[src/length_prefixed_nal_to_start_code_assert.svh]
// Assertion macros for the start-code framer.
// Used by the top level; expects clk and arst_n in scope.
`ifndef LENGTH_PREFIXED_NAL_TO_START_CODE_ASSERT_SVH
`define LENGTH_PREFIXED_NAL_TO_START_CODE_ASSERT_SVH

// Same-cycle implication, checked out of reset only.
`define LPNAL_HOLDS(label, ante, cons, msg) \
	label: assert property (@(posedge clk) disable iff (!arst_n) (ante) |-> (cons)) \
		else $error(msg);

// Next-cycle implication, checked out of reset only.
`define LPNAL_HOLDS_NEXT(label, ante, cons, msg) \
	label: assert property (@(posedge clk) disable iff (!arst_n) (ante) |=> (cons)) \
		else $error(msg);

`endif

[src/lpnal_pkg.sv]
// Shared types and constants of the start-code framer.
// No dependencies; used by all modules of the block.
package lpnal_pkg;

	localparam int LEN_W   = 32;
	localparam int CAP_W   = 24;
	localparam int ENTRY_W = 16;

	localparam logic [1:0] ST_OK       = 2'd0;
	localparam logic [1:0] ST_BAD_SIZE = 2'd1;
	localparam logic [1:0] ST_TOO_LONG = 2'd2;
	localparam logic [1:0] ST_OVERFLOW = 2'd3;

	localparam logic [2:0] HDR_SIZE_IDX   = 3'd4;
	localparam logic [2:0] HDR_COUNT_IDX  = 3'd5;
	localparam logic [2:0] LEN_SIZE_MAX   = 3'd5;
	localparam logic [4:0] SET_COUNT_MASK = 5'h1f;
	localparam logic [2:0] START_BYTES    = 3'd4;
	localparam logic [7:0] START_LAST     = 8'h01;

	typedef enum logic [1:0] {
		PH_LEN,
		PH_BODY,
		PH_TAIL
	} sphase_t;

	typedef enum logic [2:0] {
		RP_HEADER,
		RP_SLEN,
		RP_SBODY,
		RP_PCOUNT,
		RP_PLEN,
		RP_PBODY,
		RP_DONE
	} rphase_t;

	// One classified input item: what the back end has to emit for it.
	typedef struct packed {
		logic       start;
		logic       r1_valid;
		logic       r1_has;
		logic [7:0] r1_byte;
		logic [1:0] r1_status;
		logic       cut;
		logic       last;
	} cmd_t;

endpackage

[src/length_prefixed_nal_to_start_code.sv]
// Top level of the length-prefixed NAL to start-code framer.
// Depends on lpnal_pkg, lpnal_front, lpnal_cmdq, lpnal_back and the assert header.

// One byte enters per push: configuration-record bytes (action 1) are walked
// as header, sequence sets and picture sets, and every set is emitted behind
// 00 00 00 01; sample bytes (action 0) are split by their length fields and
// every NAL is emitted behind 00 00 00 01, each result item is one output byte
// or a bare status item. Errors in a sample (bad length size, NAL too long,
// output capacity exceeded) produce one status item and the rest of that
// sample is dropped; end_mark flags the final item caused by a last byte.
// Rate: the front end takes one byte per cycle while full is low; the back
// end delivers one result item per cycle while its output is empty or popped,
// and a byte that opens a NAL or set also yields the start code items.
// The QUEUE_DEPTH-entry command queue absorbs that, and full rises while
// the back end drains start codes. out_capacity writes are accepted at once
// (cfg_ready is always high) and also reload the per-sample output budget.
// There is no clearing pass after reset.
module length_prefixed_nal_to_start_code #(
	parameter int SAMPLE_BITS = 24,
	parameter int QUEUE_DEPTH = 2
) (
	input  logic        clk,
	input  logic        arst_n,
	// input side
	input  logic        push,
	output logic        full,
	input  logic        action,
	input  logic [7:0]  data_byte,
	input  logic        first_byte,
	input  logic        last_byte,
	input  logic [23:0] sample_length,
	// result side
	output logic        empty,
	input  logic        pop,
	output logic        has_byte,
	output logic [7:0]  out_byte,
	output logic [1:0]  status,
	output logic        end_mark,
	// configuration
	input  logic        cfg_valid,
	output logic        cfg_ready,
	input  logic [23:0] out_capacity
);

	`include "length_prefixed_nal_to_start_code_assert.svh"

	lpnal_pkg::cmd_t cmd, head;
	logic            cmd_valid;
	logic            q_full, q_empty, q_rd;
	logic            accept;

	// accept whenever the queue has room; the front end never stalls otherwise
	assign full      = q_full;
	assign accept    = push && !q_full;
	assign cfg_ready = 1'b1;

	lpnal_front #(
		.SAMPLE_BITS(SAMPLE_BITS)
	) u_front (
		.clk          (clk),
		.arst_n       (arst_n),
		.accept       (accept),
		.action       (action),
		.data_byte    (data_byte),
		.first_byte   (first_byte),
		.last_byte    (last_byte),
		.sample_length(sample_length),
		.cfg_we       (cfg_valid && cfg_ready),
		.cfg_data     (out_capacity),
		.cmd_valid    (cmd_valid),
		.cmd          (cmd)
	);

	// hold classified items until the back end can expand them
	lpnal_cmdq #(
		.DEPTH(QUEUE_DEPTH)
	) u_cmdq (
		.clk    (clk),
		.arst_n (arst_n),
		.wr     (cmd_valid),
		.wr_cmd (cmd),
		.rd     (q_rd),
		.head   (head),
		.q_full (q_full),
		.q_empty(q_empty)
	);

	lpnal_back u_back (
		.clk     (clk),
		.arst_n  (arst_n),
		.head    (head),
		.q_empty (q_empty),
		.q_rd    (q_rd),
		.pop     (pop),
		.empty   (empty),
		.has_byte(has_byte),
		.out_byte(out_byte),
		.status  (status),
		.end_mark(end_mark)
	);

	`LPNAL_HOLDS(a_error_has_no_byte, !empty && (status != lpnal_pkg::ST_OK), !has_byte, "error item carries a byte")
	`LPNAL_HOLDS(a_bare_item_zero, !empty && !has_byte, out_byte == 8'h00, "bare item with nonzero byte")
	`LPNAL_HOLDS(a_no_cmd_when_full, push && full, !cmd_valid, "command produced while queue full")
	`LPNAL_HOLDS_NEXT(a_drain_to_empty, q_empty && !empty && pop, empty, "result appeared from empty queue")

endmodule

[src/lpnal_front.sv]
// Front end: parses record and sample bytes and classifies each item.
// Depends on lpnal_pkg.
module lpnal_front #(
	parameter int SAMPLE_BITS = 24
) (
	input  logic                       clk,
	input  logic                       arst_n,
	input  logic                       accept,
	input  logic                       action,
	input  logic [7:0]                 data_byte,
	input  logic                       first_byte,
	input  logic                       last_byte,
	input  logic [23:0]                sample_length,
	input  logic                       cfg_we,
	input  logic [lpnal_pkg::CAP_W-1:0] cfg_data,
	output logic                       cmd_valid,
	output lpnal_pkg::cmd_t            cmd
);

	localparam logic [31:0] SAMPLE_MASK = 32'((64'd1 << SAMPLE_BITS) - 64'd1);

	lpnal_pkg::sphase_t                 sphase_q, sp_n;
	logic [2:0]                         lseen_q, lseen_n;
	logic [lpnal_pkg::LEN_W-1:0]        nal_q, nal_n;
	logic [lpnal_pkg::LEN_W-1:0]        sl_q, sl_n;
	logic [lpnal_pkg::CAP_W-1:0]        ol_q, ol_n;
	logic [lpnal_pkg::CAP_W-1:0]        cap_q;
	logic [2:0]                         ls_q, ls_n;
	lpnal_pkg::rphase_t                 rp_q, rp_n, done_ph;
	logic [2:0]                         ridx_q, ridx_n;
	logic [7:0]                         sets_q, sets_n, sets_dec;
	logic [lpnal_pkg::ENTRY_W-1:0]      ent_q, ent_n;
	logic                               drop_q, drop_n;
	logic                               is_s;
	logic [lpnal_pkg::LEN_W:0]          sum4;
	logic [lpnal_pkg::CAP_W-1:0]        charge4, charge1;
	logic [31:0]                        slen_m;
	logic                               do_start, do_byte, do_err, do_cut, silent;
	logic [1:0]                         err_code;

	assign slen_m  = {8'd0, sample_length} & SAMPLE_MASK;
	assign charge4 = (ol_q > 24'd4) ? ol_q - 24'd4 : '0;
	assign charge1 = (ol_q > 24'd1) ? ol_q - 24'd1 : '0;

	always_comb begin
		sp_n     = sphase_q;
		lseen_n  = lseen_q;
		nal_n    = nal_q;
		sl_n     = sl_q;
		ol_n     = ol_q;
		ls_n     = ls_q;
		rp_n     = rp_q;
		ridx_n   = ridx_q;
		sets_n   = sets_q;
		ent_n    = ent_q;
		drop_n   = drop_q;
		do_start = 1'b0;
		do_byte  = 1'b0;
		do_err   = 1'b0;
		do_cut   = 1'b0;
		err_code = lpnal_pkg::ST_OK;
		is_s     = 1'b0;
		sets_dec = '0;
		done_ph  = lpnal_pkg::RP_DONE;
		sum4     = '0;
		if (action) begin
			if (first_byte) begin
				rp_n   = lpnal_pkg::RP_HEADER;
				ridx_n = '0;
				ls_n   = '0;
				sets_n = '0;
				ent_n  = '0;
			end
			is_s     = (rp_n == lpnal_pkg::RP_SLEN) || (rp_n == lpnal_pkg::RP_SBODY);
			sets_dec = (sets_n != 8'd0) ? sets_n - 8'd1 : sets_n;
			if (sets_dec != 8'd0)
				done_ph = is_s ? lpnal_pkg::RP_SLEN : lpnal_pkg::RP_PLEN;
			else
				done_ph = is_s ? lpnal_pkg::RP_PCOUNT : lpnal_pkg::RP_DONE;
			unique case (rp_n)
				lpnal_pkg::RP_HEADER: begin
					if (ridx_n == lpnal_pkg::HDR_SIZE_IDX)
						ls_n = {1'b0, data_byte[1:0]} + 3'd1;
					if (ridx_n == lpnal_pkg::HDR_COUNT_IDX) begin
						sets_n = {3'b000, data_byte[4:0] & lpnal_pkg::SET_COUNT_MASK};
						rp_n   = (sets_n != 8'd0) ? lpnal_pkg::RP_SLEN : lpnal_pkg::RP_PCOUNT;
						ridx_n = '0;
					end else begin
						ridx_n = ridx_n + 3'd1;
					end
				end
				lpnal_pkg::RP_SLEN, lpnal_pkg::RP_PLEN: begin
					if (ridx_n == 3'd0) begin
						ent_n  = {data_byte, 8'h00};
						ridx_n = 3'd1;
					end else begin
						ent_n    = ent_n | {8'h00, data_byte};
						ridx_n   = '0;
						do_start = 1'b1;
						ol_n     = charge4;
						if (ent_n != '0) begin
							rp_n = is_s ? lpnal_pkg::RP_SBODY : lpnal_pkg::RP_PBODY;
						end else begin
							sets_n = sets_dec;
							rp_n   = done_ph;
						end
					end
				end
				lpnal_pkg::RP_SBODY, lpnal_pkg::RP_PBODY: begin
					do_byte = 1'b1;
					ol_n    = charge1;
					ent_n   = ent_n - 16'd1;
					if (ent_n == '0) begin
						sets_n = sets_dec;
						rp_n   = done_ph;
						ridx_n = '0;
					end
				end
				lpnal_pkg::RP_PCOUNT: begin
					sets_n = data_byte;
					rp_n   = (data_byte != 8'd0) ? lpnal_pkg::RP_PLEN : lpnal_pkg::RP_DONE;
					ridx_n = '0;
				end
				default: begin
				end
			endcase
		end else begin
			if (first_byte) begin
				sl_n    = slen_m;
				sp_n    = lpnal_pkg::PH_LEN;
				lseen_n = '0;
				nal_n   = '0;
				drop_n  = 1'b0;
				if ((ls_n == 3'd0) || (ls_n > lpnal_pkg::LEN_SIZE_MAX)) begin
					drop_n   = 1'b1;
					do_err   = 1'b1;
					err_code = lpnal_pkg::ST_BAD_SIZE;
				end
			end
			if (!drop_n) begin
				if ((sp_n == lpnal_pkg::PH_LEN) && (lseen_n == 3'd0)
						&& (sl_n <= {29'd0, ls_n}))
					sp_n = lpnal_pkg::PH_TAIL;
				if (sp_n == lpnal_pkg::PH_LEN) begin
					if (lseen_n == 3'd0)
						nal_n = '0;
					nal_n   = {nal_n[lpnal_pkg::LEN_W-9:0], data_byte};
					lseen_n = lseen_n + 3'd1;
					sl_n    = sl_n - 32'd1;
					if (lseen_n >= ls_n) begin
						lseen_n = '0;
						sum4    = {1'b0, nal_n} + 33'd4;
						if (nal_n > sl_n) begin
							drop_n   = 1'b1;
							do_err   = 1'b1;
							err_code = lpnal_pkg::ST_TOO_LONG;
						end else if (sum4 > {9'd0, ol_n}) begin
							drop_n   = 1'b1;
							do_err   = 1'b1;
							err_code = lpnal_pkg::ST_OVERFLOW;
						end else begin
							do_start = 1'b1;
							ol_n     = ol_n - sum4[lpnal_pkg::CAP_W-1:0];
							sp_n     = (nal_n != '0) ? lpnal_pkg::PH_BODY : lpnal_pkg::PH_LEN;
						end
					end
				end else if (sp_n == lpnal_pkg::PH_BODY) begin
					do_byte = 1'b1;
					nal_n   = nal_n - 32'd1;
					if (sl_n != '0)
						sl_n = sl_n - 32'd1;
					if (nal_n == '0)
						sp_n = lpnal_pkg::PH_LEN;
				end else begin
					if (sl_n != '0)
						sl_n = sl_n - 32'd1;
				end
			end
			if (last_byte) begin
				do_cut  = !drop_n && (sp_n == lpnal_pkg::PH_BODY) && (nal_n != '0);
				sp_n    = lpnal_pkg::PH_LEN;
				sl_n    = '0;
				lseen_n = '0;
				nal_n   = '0;
				drop_n  = 1'b0;
				ol_n    = cap_q;
			end
		end
	end

	// a last byte that produced nothing still closes with a bare marker result
	assign silent = last_byte && !(do_start || do_byte || do_err || do_cut);

	always_comb begin
		cmd.start     = do_start;
		cmd.r1_valid  = do_byte || do_err || silent;
		cmd.r1_has    = do_byte;
		cmd.r1_byte   = do_byte ? data_byte : 8'h00;
		cmd.r1_status = do_err ? err_code : lpnal_pkg::ST_OK;
		cmd.cut       = do_cut;
		cmd.last      = last_byte;
		cmd_valid     = accept && (do_start || cmd.r1_valid || do_cut);
	end

	always_ff @(posedge clk or negedge arst_n) begin
		if (!arst_n) begin
			sphase_q <= lpnal_pkg::PH_LEN;
			lseen_q  <= '0;
			nal_q    <= '0;
			sl_q     <= '0;
			cap_q    <= 24'h010000;
			ol_q     <= 24'h010000;
			ls_q     <= '0;
			rp_q     <= lpnal_pkg::RP_HEADER;
			ridx_q   <= '0;
			sets_q   <= '0;
			ent_q    <= '0;
			drop_q   <= 1'b0;
		end else if (cfg_we) begin
			cap_q <= cfg_data;
			ol_q  <= cfg_data;
		end else if (accept) begin
			sphase_q <= sp_n;
			lseen_q  <= lseen_n;
			nal_q    <= nal_n;
			sl_q     <= sl_n;
			ol_q     <= ol_n;
			ls_q     <= ls_n;
			rp_q     <= rp_n;
			ridx_q   <= ridx_n;
			sets_q   <= sets_n;
			ent_q    <= ent_n;
			drop_q   <= drop_n;
		end
	end

endmodule

[src/lpnal_cmdq.sv]
// Short command queue between the front and back ends.
// Depends on lpnal_pkg for the command type.
module lpnal_cmdq #(
	parameter int DEPTH = 2
) (
	input  logic            clk,
	input  logic            arst_n,
	input  logic            wr,
	input  lpnal_pkg::cmd_t wr_cmd,
	input  logic            rd,
	output lpnal_pkg::cmd_t head,
	output logic            q_full,
	output logic            q_empty
);

	localparam int PTR_W = $clog2(DEPTH);
	localparam int CNT_W = $clog2(DEPTH + 1);

	lpnal_pkg::cmd_t    slot_q [DEPTH];
	logic [PTR_W-1:0]   wr_ptr_q, rd_ptr_q;
	logic [CNT_W-1:0]   count_q;
	logic               do_wr, do_rd;

	assign q_full  = (count_q == CNT_W'(DEPTH));
	assign q_empty = (count_q == '0);
	assign head    = slot_q[rd_ptr_q];
	assign do_wr   = wr && !q_full;
	assign do_rd   = rd && !q_empty;

	always_ff @(posedge clk) begin
		if (do_wr)
			slot_q[wr_ptr_q] <= wr_cmd;
	end

	always_ff @(posedge clk or negedge arst_n) begin
		if (!arst_n) begin
			wr_ptr_q <= '0;
			rd_ptr_q <= '0;
			count_q  <= '0;
		end else begin
			if (do_wr)
				wr_ptr_q <= (wr_ptr_q == PTR_W'(DEPTH - 1)) ? '0 : wr_ptr_q + PTR_W'(1);
			if (do_rd)
				rd_ptr_q <= (rd_ptr_q == PTR_W'(DEPTH - 1)) ? '0 : rd_ptr_q + PTR_W'(1);
			if (do_wr && !do_rd)
				count_q <= count_q + CNT_W'(1);
			else if (do_rd && !do_wr)
				count_q <= count_q - CNT_W'(1);
		end
	end

endmodule

[src/lpnal_back.sv]
// Back end: expands queued commands into result items, one per cycle unless held.
// Depends on lpnal_pkg; holds the output register of the block.
module lpnal_back (
	input  logic            clk,
	input  logic            arst_n,
	input  lpnal_pkg::cmd_t head,
	input  logic            q_empty,
	output logic            q_rd,
	input  logic            pop,
	output logic            empty,
	output logic            has_byte,
	output logic [7:0]      out_byte,
	output logic [1:0]      status,
	output logic            end_mark
);

	logic [2:0] step_q;
	logic [2:0] n_start, total;
	logic       out_valid_q;
	logic       load, final_step;
	logic       r_has, r_end;
	logic [7:0] r_byte;
	logic [1:0] r_status;

	assign n_start    = head.start ? lpnal_pkg::START_BYTES : 3'd0;
	assign total      = n_start + {2'b00, head.r1_valid} + {2'b00, head.cut};
	assign final_step = (step_q == total - 3'd1);
	assign load       = !q_empty && (!out_valid_q || pop);
	assign q_rd       = load && final_step;
	assign empty      = !out_valid_q;

	// order within one command: start code, data byte or error, then cut-short error
	always_comb begin
		r_end = final_step && head.last;
		if (step_q < n_start) begin
			r_has    = 1'b1;
			r_byte   = (step_q == lpnal_pkg::START_BYTES - 3'd1) ? lpnal_pkg::START_LAST : 8'h00;
			r_status = lpnal_pkg::ST_OK;
		end else if (head.r1_valid && (step_q == n_start)) begin
			r_has    = head.r1_has;
			r_byte   = head.r1_byte;
			r_status = head.r1_status;
		end else begin
			r_has    = 1'b0;
			r_byte   = 8'h00;
			r_status = lpnal_pkg::ST_TOO_LONG;
		end
	end

	always_ff @(posedge clk) begin
		if (load) begin
			has_byte <= r_has;
			out_byte <= r_byte;
			status   <= r_status;
			end_mark <= r_end;
		end
	end

	always_ff @(posedge clk or negedge arst_n) begin
		if (!arst_n) begin
			out_valid_q <= 1'b0;
			step_q      <= '0;
		end else begin
			if (load)
				out_valid_q <= 1'b1;
			else if (pop)
				out_valid_q <= 1'b0;
			if (load)
				step_q <= final_step ? 3'd0 : step_q + 3'd1;
		end
	end

endmodule
[config.mk]
export PLATFORM = sky130hd
export DESIGN_NAME = length_prefixed_nal_to_start_code
export DESIGN_NICKNAME = d
export VERILOG_FILES = /design/src/lpnal_pkg.sv /design/src/length_prefixed_nal_to_start_code.sv /design/src/lpnal_front.sv /design/src/lpnal_cmdq.sv /design/src/lpnal_back.sv
export VERILOG_INCLUDE_DIRS = /design/src /design/src/src
export SDC_FILE = /design/constraint.sdc
export NUM_CORES = 1
export LEC_CHECK = 0
export BUFFER_PORTS_ARGS = -buffer_cell sky130_fd_sc_hd__buf_2
export CAP_MARGIN = 20
export CORE_UTILIZATION = 35
export DETAILED_ROUTE_END_ITERATION = 10
export PLACE_DENSITY = 0.61
export SYNTH_ARGS = -nofsm -noshare
export SYNTH_HDL_FRONTEND = slang
export SYNTH_SLANG_ARGS = --single-unit
export TNS_END_PERCENT = 100
[constraint.sdc]
create_clock -name clk -period 8.5 [get_ports clk]
set_input_delay 1.7 -clock clk [delete_from_list [all_inputs] [get_ports clk]]
set_output_delay 1.7 -clock clk [all_outputs]
set_load 0.1 [all_outputs]
## Word-level counts from Yosys, hierarchy flattened

Memories as Yosys holds them, arrays and structs flattened.
Cells that the tools add are included.

- Bits in registers: 171
- Memory bits (writable): 30
- Output and inout port bits: 15
- Word-level logic and storage cells: 274
- Memories: 1

Memories:

| memory | depth | bits a word | read ports | clocked after Yosys merged registers in | wr ports | line | text |
|---|---|---|---|---|---|---|---|
| u_cmdq.slot_q | 2 | 15 | 1 | 0 | 1 | lpnal_cmdq.sv:19 | `lpnal_pkg::cmd_t slot_q [DEPTH];` |

- $add $sub $neg: 19
- Magnitude comparators: 8
- Eq/ne operators: 18
- Multiplexer cells: 142
- Bitwise gates (word level): 4
- Reduce and logical (&&, ||, !) cells: 60

Operators with widths:

| kind | count |
|---|---|
| $mux 32 | 13 |
| $mux 24 | 16 |
| $reduce_bool 32->1 | 3 |
| $mux 8 | 10 |
| $mux 3 | 25 |
| $sub 32x1->32 const B | 2 |
| $mux 2 | 27 |
| $mux 16 | 3 |
| $pmux 24 s2 | 1 |
| $mux 1 | 43 |
| $add 32x3->33 const B | 1 |
| $gt 33x24->1 | 1 |
| $gt 32x32->1 | 1 |
| $le 32x3->1 | 1 |
| $logic_not 32->1 | 1 |
| $pmux 16 s2 | 1 |
| $pmux 8 s4 | 1 |
| $gt 24x1->1 const B | 1 |
| $gt 24x3->1 const B | 1 |
| $pmux 3 s4 | 2 |
| $reduce_bool 8->1 | 3 |
| $sub 24x1->24 const B | 1 |
| $sub 24x24->24 | 1 |
| $sub 24x3->24 const B | 1 |
| other kinds (35) | 91 |

## Logic depth before layout (Yosys ltp)

- Word-level depth: 37
- Mapped depth: 35
- Mapped depth without buffers: 25

## Hierarchy

Synthesis repeated with hierarchy kept, for this count alone.

- Cells, all modules: 2,318
- Area, all modules: 18,381.4 µm²

Modules (own cells, without submodules):

| module | times used | cells each | area an instance (µm²) | sequential area each (µm²) |
|---|---|---|---|---|
| lpnal_front | 1 | 2,189 | 16,280.6 | 3,781.1 |
| lpnal_cmdq | 1 | 66 | 1,331.3 | 1,001.0 |
| lpnal_back | 1 | 60 | 744.5 | 460.4 |
| length_prefixed_nal_to_start_code | 1 | 3 | 25.0 | 0.0 |

## Least setup slack after synthesis

No wires, ideal clock.

- Path kind: input -> register
- Start: input port first_byte
- End: memory u_cmdq.slot_q[1][0] (netlist name), enable pin
- Arrival time: 7.945 ns
- Required time: 8.114 ns
- Path slack: 0.169 ns
- Cell stages on the path: 26
- Path buffers: 8
- Path through: buf_2 > buf_2 > buf_2 > buf_2 > buf_1 > clkbuf_1 > buf_2 > buf_2 > mux2i_1 > ha_1 > o221ai_1 > nand4b_1 > nor3_1 > o21ai_0 > a21oi_1 > a31oi_1 > ha_1 > and4_1 > a221o_1 > a211oi_1 > o311ai_0 > a211oi_1 > nand3_1 > o21ai_1 > o31ai_4 > nor2_1

RTL lines:

| element | line | text |
|---|---|---|
| from (decl) | length_prefixed_nal_to_start_code.sv:29 | `input logic first_byte,` |
| to (decl) | lpnal_cmdq.sv:19 |  |

## Worst setup path after layout

- Start: input port first_byte
- End: register u_front.ol_q[20] (netlist name)

- Cells in the longest elaborated chain, start to end: 18

RTL lines:

| element | line | text |
|---|---|---|
| $mux 3 | lpnal_front.sv:128 | `if (first_byte) begin` |
| $mux 3 | lpnal_front.sv:66 | `if (action) begin` |
| $logic_not 3->1 | lpnal_front.sv:141, lpnal_front.sv:145 |  |
| $mux 24 | lpnal_front.sv:145 | `if (lseen_n == 3'd0)` |
| $mux 24 | lpnal_front.sv:144 | `if (sp_n == lpnal_pkg::PH_LEN) begin` |
| $mux 24 | lpnal_front.sv:140 | `if (!drop_n) begin` |
| $mux 24 | lpnal_front.sv:66 |  |
| $add 32x3->33 | lpnal_front.sv:152 | `sum4 = {1'b0, nal_n} + 33'd4;` |
| (+2 left out) | n/a |  |
| $mux 24 | lpnal_front.sv:153 | `if (nal_n > sl_n) begin` |
| $mux 24 | lpnal_front.sv:150 | `if (lseen_n >= ls_n) begin` |
| $mux 24 | lpnal_front.sv:144 |  |
| $mux 24 | lpnal_front.sv:140 |  |
| $mux 24 | lpnal_front.sv:179 | `if (last_byte) begin` |
| $mux 24 | lpnal_front.sv:66 |  |
| $mux 24 | lpnal_front.sv:222 | `end else if (accept) begin` |
| $mux 24 | lpnal_front.sv:219 | `end else if (cfg_we) begin` |
| to (signal assigned) | lpnal_front.sv:221 | `ol_q <= cfg_data;` |
| to (signal assigned) | lpnal_front.sv:227 | `ol_q <= ol_n;` |
| to (decl) | lpnal_front.sv:26 | `logic [lpnal_pkg::CAP_W-1:0] ol_q, ol_n;` |

Parallel ways exist; a longest one is shown, timed or not. The select of a mux whose other input is x is not followed.
A chain may end at the register's enable or synchronous reset.

==> impl_metrics.py <==
metrics = {
    "setup_path": {
        "reg2reg_to": "u_front.ol_q[20]",
        "r2r_slack_ps": 1720,
        "cp.arrival_ps": 8330,
        "cp-start-kind": "input pin",
        "max_stage_delay_ps": 840,
        "cp_cell_sequence": "buf_6 > or3b_1 > a222oi_1 > nand4_1 > nor3_1 > o21a_1 > nand2_1 > a31oi_1 > ha_1 > and4_1 > a221o_1 > a211oi_1 > o311ai_0 > clkdlybuf4s18_2 > a211oi_1 > nand3_1 > a21oi_4 > buf_4 > a21oi_1 > a21o_1",
        "path_common_cell": "a211oi_1",
        "critPathCapture": "u_front.ol_q[20]",
        "required_ps": 8970,
        "critPathLaunch": "first_byte",
        "crit_fanout": 65,
        "crit_type": "in2reg",
        "r2r_cells": 19,
        "slowest_stage": "a222oi_1",
        "r2r_start": "u_front.sl_q[14]",
        "crit_path_end_kind": "flip-flop",
    },
    "cts": {
        "cts_buffers": 25,
        "cts_root_buf": "clkbuf_16",
        "htree_levels": 1,
        "post_cts_resized": 0,
        "cts_hold_buf": 0,
        "postCtsSetupRepairBufs": 0,
        "cts_sinks": 201,
        "cts_tree": "built",
        "clock_latency_ps": 590,
        "clk_pin_slew_ps": 60,
        "ctsLongestPathBuffers": 3,
    },
    "pwr": {
        "pwr-share-seq_pct": 29.1,
        "clockPowerShare_pct": 17.8,
        "leakage_nw": 8.34,
        "swShare_pct": 49.7,
        "p_sw_w": 0.00307,
        "powerDensity_nw_per_um2": 303,
        "finalPower_w": 0.00618,
        "internal_power_w": 0.00311,
        "ir_drop_v": 0.000122,
        "combPwrFrac_pct": 53.1,
    },
    "drt": {
        "drc": 0,
        "via_per_inst": 6.20,
        "postRouteAntennaNets": 0,
        "dr.first_iter.drc_count": 2057,
        "via_count": 18989,
        "routed_wl_um": 68700,
        "wl_per_cell_um": 22.4,
        "drtPass1Iterations": 6,
    },
    "global_routing": {
        "grt_use_total_pct": 24.9,
        "grt_pass1_wl_um": 106000,
        "grt_pass1_vias": 17878,
        "antenna_found_initial": 0,
        "gr-total-overflow": 0,
        "grt_max_degree": 66,
    },
    "hold_path": {
        "min-delay-start": "u_front.lseen_q[1]",
        "whs_path_depth": 2,
        "hp-class": "reg2reg",
    },
    "logic_synthesis": {
        "synthFlopType": "dfrtp_1",
        "ys_types": 95,
        "ys_ff_latch": 201,
        "yosysWarnings": 0,
        "synth_cells": 2358,
        "ys_seq_area_share_pct": 28.4,
        "synth_area_um2": 18500,
        "synth_top_cell_by_area": "dfrtp_1",
        "synth_edf_count": 42,
        "synth_top_area_share_pct": 21.2,
        "synthTopCellsByArea": "dfrtp_1, ha_1, edfxtp_1, nand2_1, nor2_1",
        "syn_avg_cell_area_um2": 7.84,
        "synthesis.nets": 2532,
        "async_reset_ff_share_pct": 79.1,
    },
    "final_layout": {
        "mostFrequentLayoutCells": "nand2_1, nor2_1, dfrtp_1",
        "num_antenna_cells": 0,
        "nNetsFinal": 2542,
        "drive_gt1_share_pct": 9.43,
        "stdcell_count": 3065,
        "final_common_cell": "nand2_1",
        "syn_to_final_growth_pct": 10.1,
    },
    "sta": {
        "drv_slew": 0,
        "fmax_mhz": 127,
        "hold_viol": 0,
        "setup-violations-final": 0,
        "rsz0062_at_grt": "no",
        "finalCritPeriodShare_pct": 92.5,
        "fin_skew_ps": 39.9,
        "layout_min_cycle_time_ps": 7870,
        "tns_ps": 0,
        "worstMarginPinSlew_ps": 1190,
        "relSlewSlack_pct": 20.5,
    },
    "placement": {
        "numPortBuffers": 77,
        "place_hpwl_um": 49800,
        "place_congestion": 1.03,
        "dp_cells": 3019,
    },
    "floorplanning": {
        "die_w_um": 232,
        "floorplan.initialDensity_pct": 35.8,
        "coreArea_um2": 51700,
        "pin_count": 79,
        "num_rows": 83,
        "dieArea_um2": 53800,
        "die_h_um": 232,
    },
    "job": {
        "drv_cap": 0,
    },
    "run_status": {
        "outcome": "finished clean",
    },
}
-- state kept, by name, summed over array words and instances, names as in the netlist --
signal              count
u_cmdq.rd_ptr_q         1
u_back.out_valid_q      1
u_front.ent_q          16
u_back.step_q           3
u_back.has_byte         1
u_cmdq.wr_ptr_q         1
u_front.ridx_q          3
u_back.status           2
u_front.lseen_q         3
u_front.drop_q          1
u_back.out_byte         8
u_front.sl_q           32
u_front.sphase_q        2
u_front.ol_q           24
u_back.end_mark         1
u_cmdq.slot_q          30
u_front.ls_q            3
u_front.nal_q          32
u_front.sets_q          8
u_front.rp_q            3
u_cmdq.count_q          2
u_front.cap_q          24
-- area by class of cell --
cell class | instances | area [µm²]
Timing Repair Buffer | 120 | 724
Tap cell | 680 | 851
Sequential cell | 201 | 5240
Clock buffer | 36 | 687
Clock inverter | 8 | 108
Multi-Input combinational cell | 1905 | 12300
Fill cell | 5339 | 31400
Inverter | 115 | 432
-- how the worst min path moves through the flow --
stage	to	slack [ps]
after floorplan	u_back.step_q[2]	450
after global placement	u_back.step_q[2]	470
after detailed placement	u_back.step_q[2]	480
after CTS	u_front.lseen_q[1]	490
after global routing	u_back.step_q[2]	510
final	u_front.lseen_q[1]	500
-- Yosys cell counts (all sizes together), types with 35 or more instances --
cell type,count
a21oi,146
a22o,36
buf,44
clkbuf,93
dfrtp,157
edfxtp,42
ha,109
inv,114
mux2i,46
nand2,258
nand3,71
nand4,35
nor2,226
nor3,102
nor4,45
o21ai,173
xnor2,71
xor2,43
-- cells by family (layout without fill, tap and decap cells) --
kind of cell / Yosys count / after routing / share of synthesized area (%)
xor+xnor: 114 / 114 / 5.40
other cells: 1 / 1 / 0.0203
compound gates: 666 / 666 / 24.1
mux: 71 / 71 / 4.01
flops: 201 / 201 / 28.4
fa+ha+maj: 110 / 110 / 7.48
buf+inv: 252 / 279 / 5.40
simple gates: 943 / 943 / 25.2
-- worst max-delay path, delay by kind of cell --
kind | cells | cell delay [ps]
AO/OA/AOI/OAI | 10 | 3420
adder cells (fa/ha/maj) | 1 | 280
buffers and inverters | 3 | 1030
AND/OR/NAND/NOR | 6 | 1840
-- per-stage QoR --
step	worst slack [ps]	area (µm²)	utilization, %	hold slack, ps
global placement	455	19500	37.8	465
global route	347	20300	39.3	508
CTS	810	20300	39.3	491
finish	633	20300	39.3	495
detailed placement	200	19500	37.8	476
floorplan	169	18500	-	449
-- per-layer routing --
metal	GRT usage [%]	part of all wire [%]	routed length, µm
met1	34.1	44	30000
met2	38.7	44	30200
met3	3.44	7.7	5290
met4	10.9	4.7	3250
met5	0	0	0
-- power groups by stage --
stage | sequential (W) | combinational (W) | clock, W
3_3_place_gp | 0.00179 | 0.00315 | 0
2_1_floorplan | 0.00172 | 0.00233 | 0
4_1_cts | 0.00178 | 0.00321 | 0.00112
6_report | 0.00180 | 0.00328 | 0.00110
3_5_place_dp | 0.00179 | 0.00320 | 0
5_1_grt | 0.00184 | 0.00357 | 0.00115
Note: power is estimated with default switching activity, not from simulation.
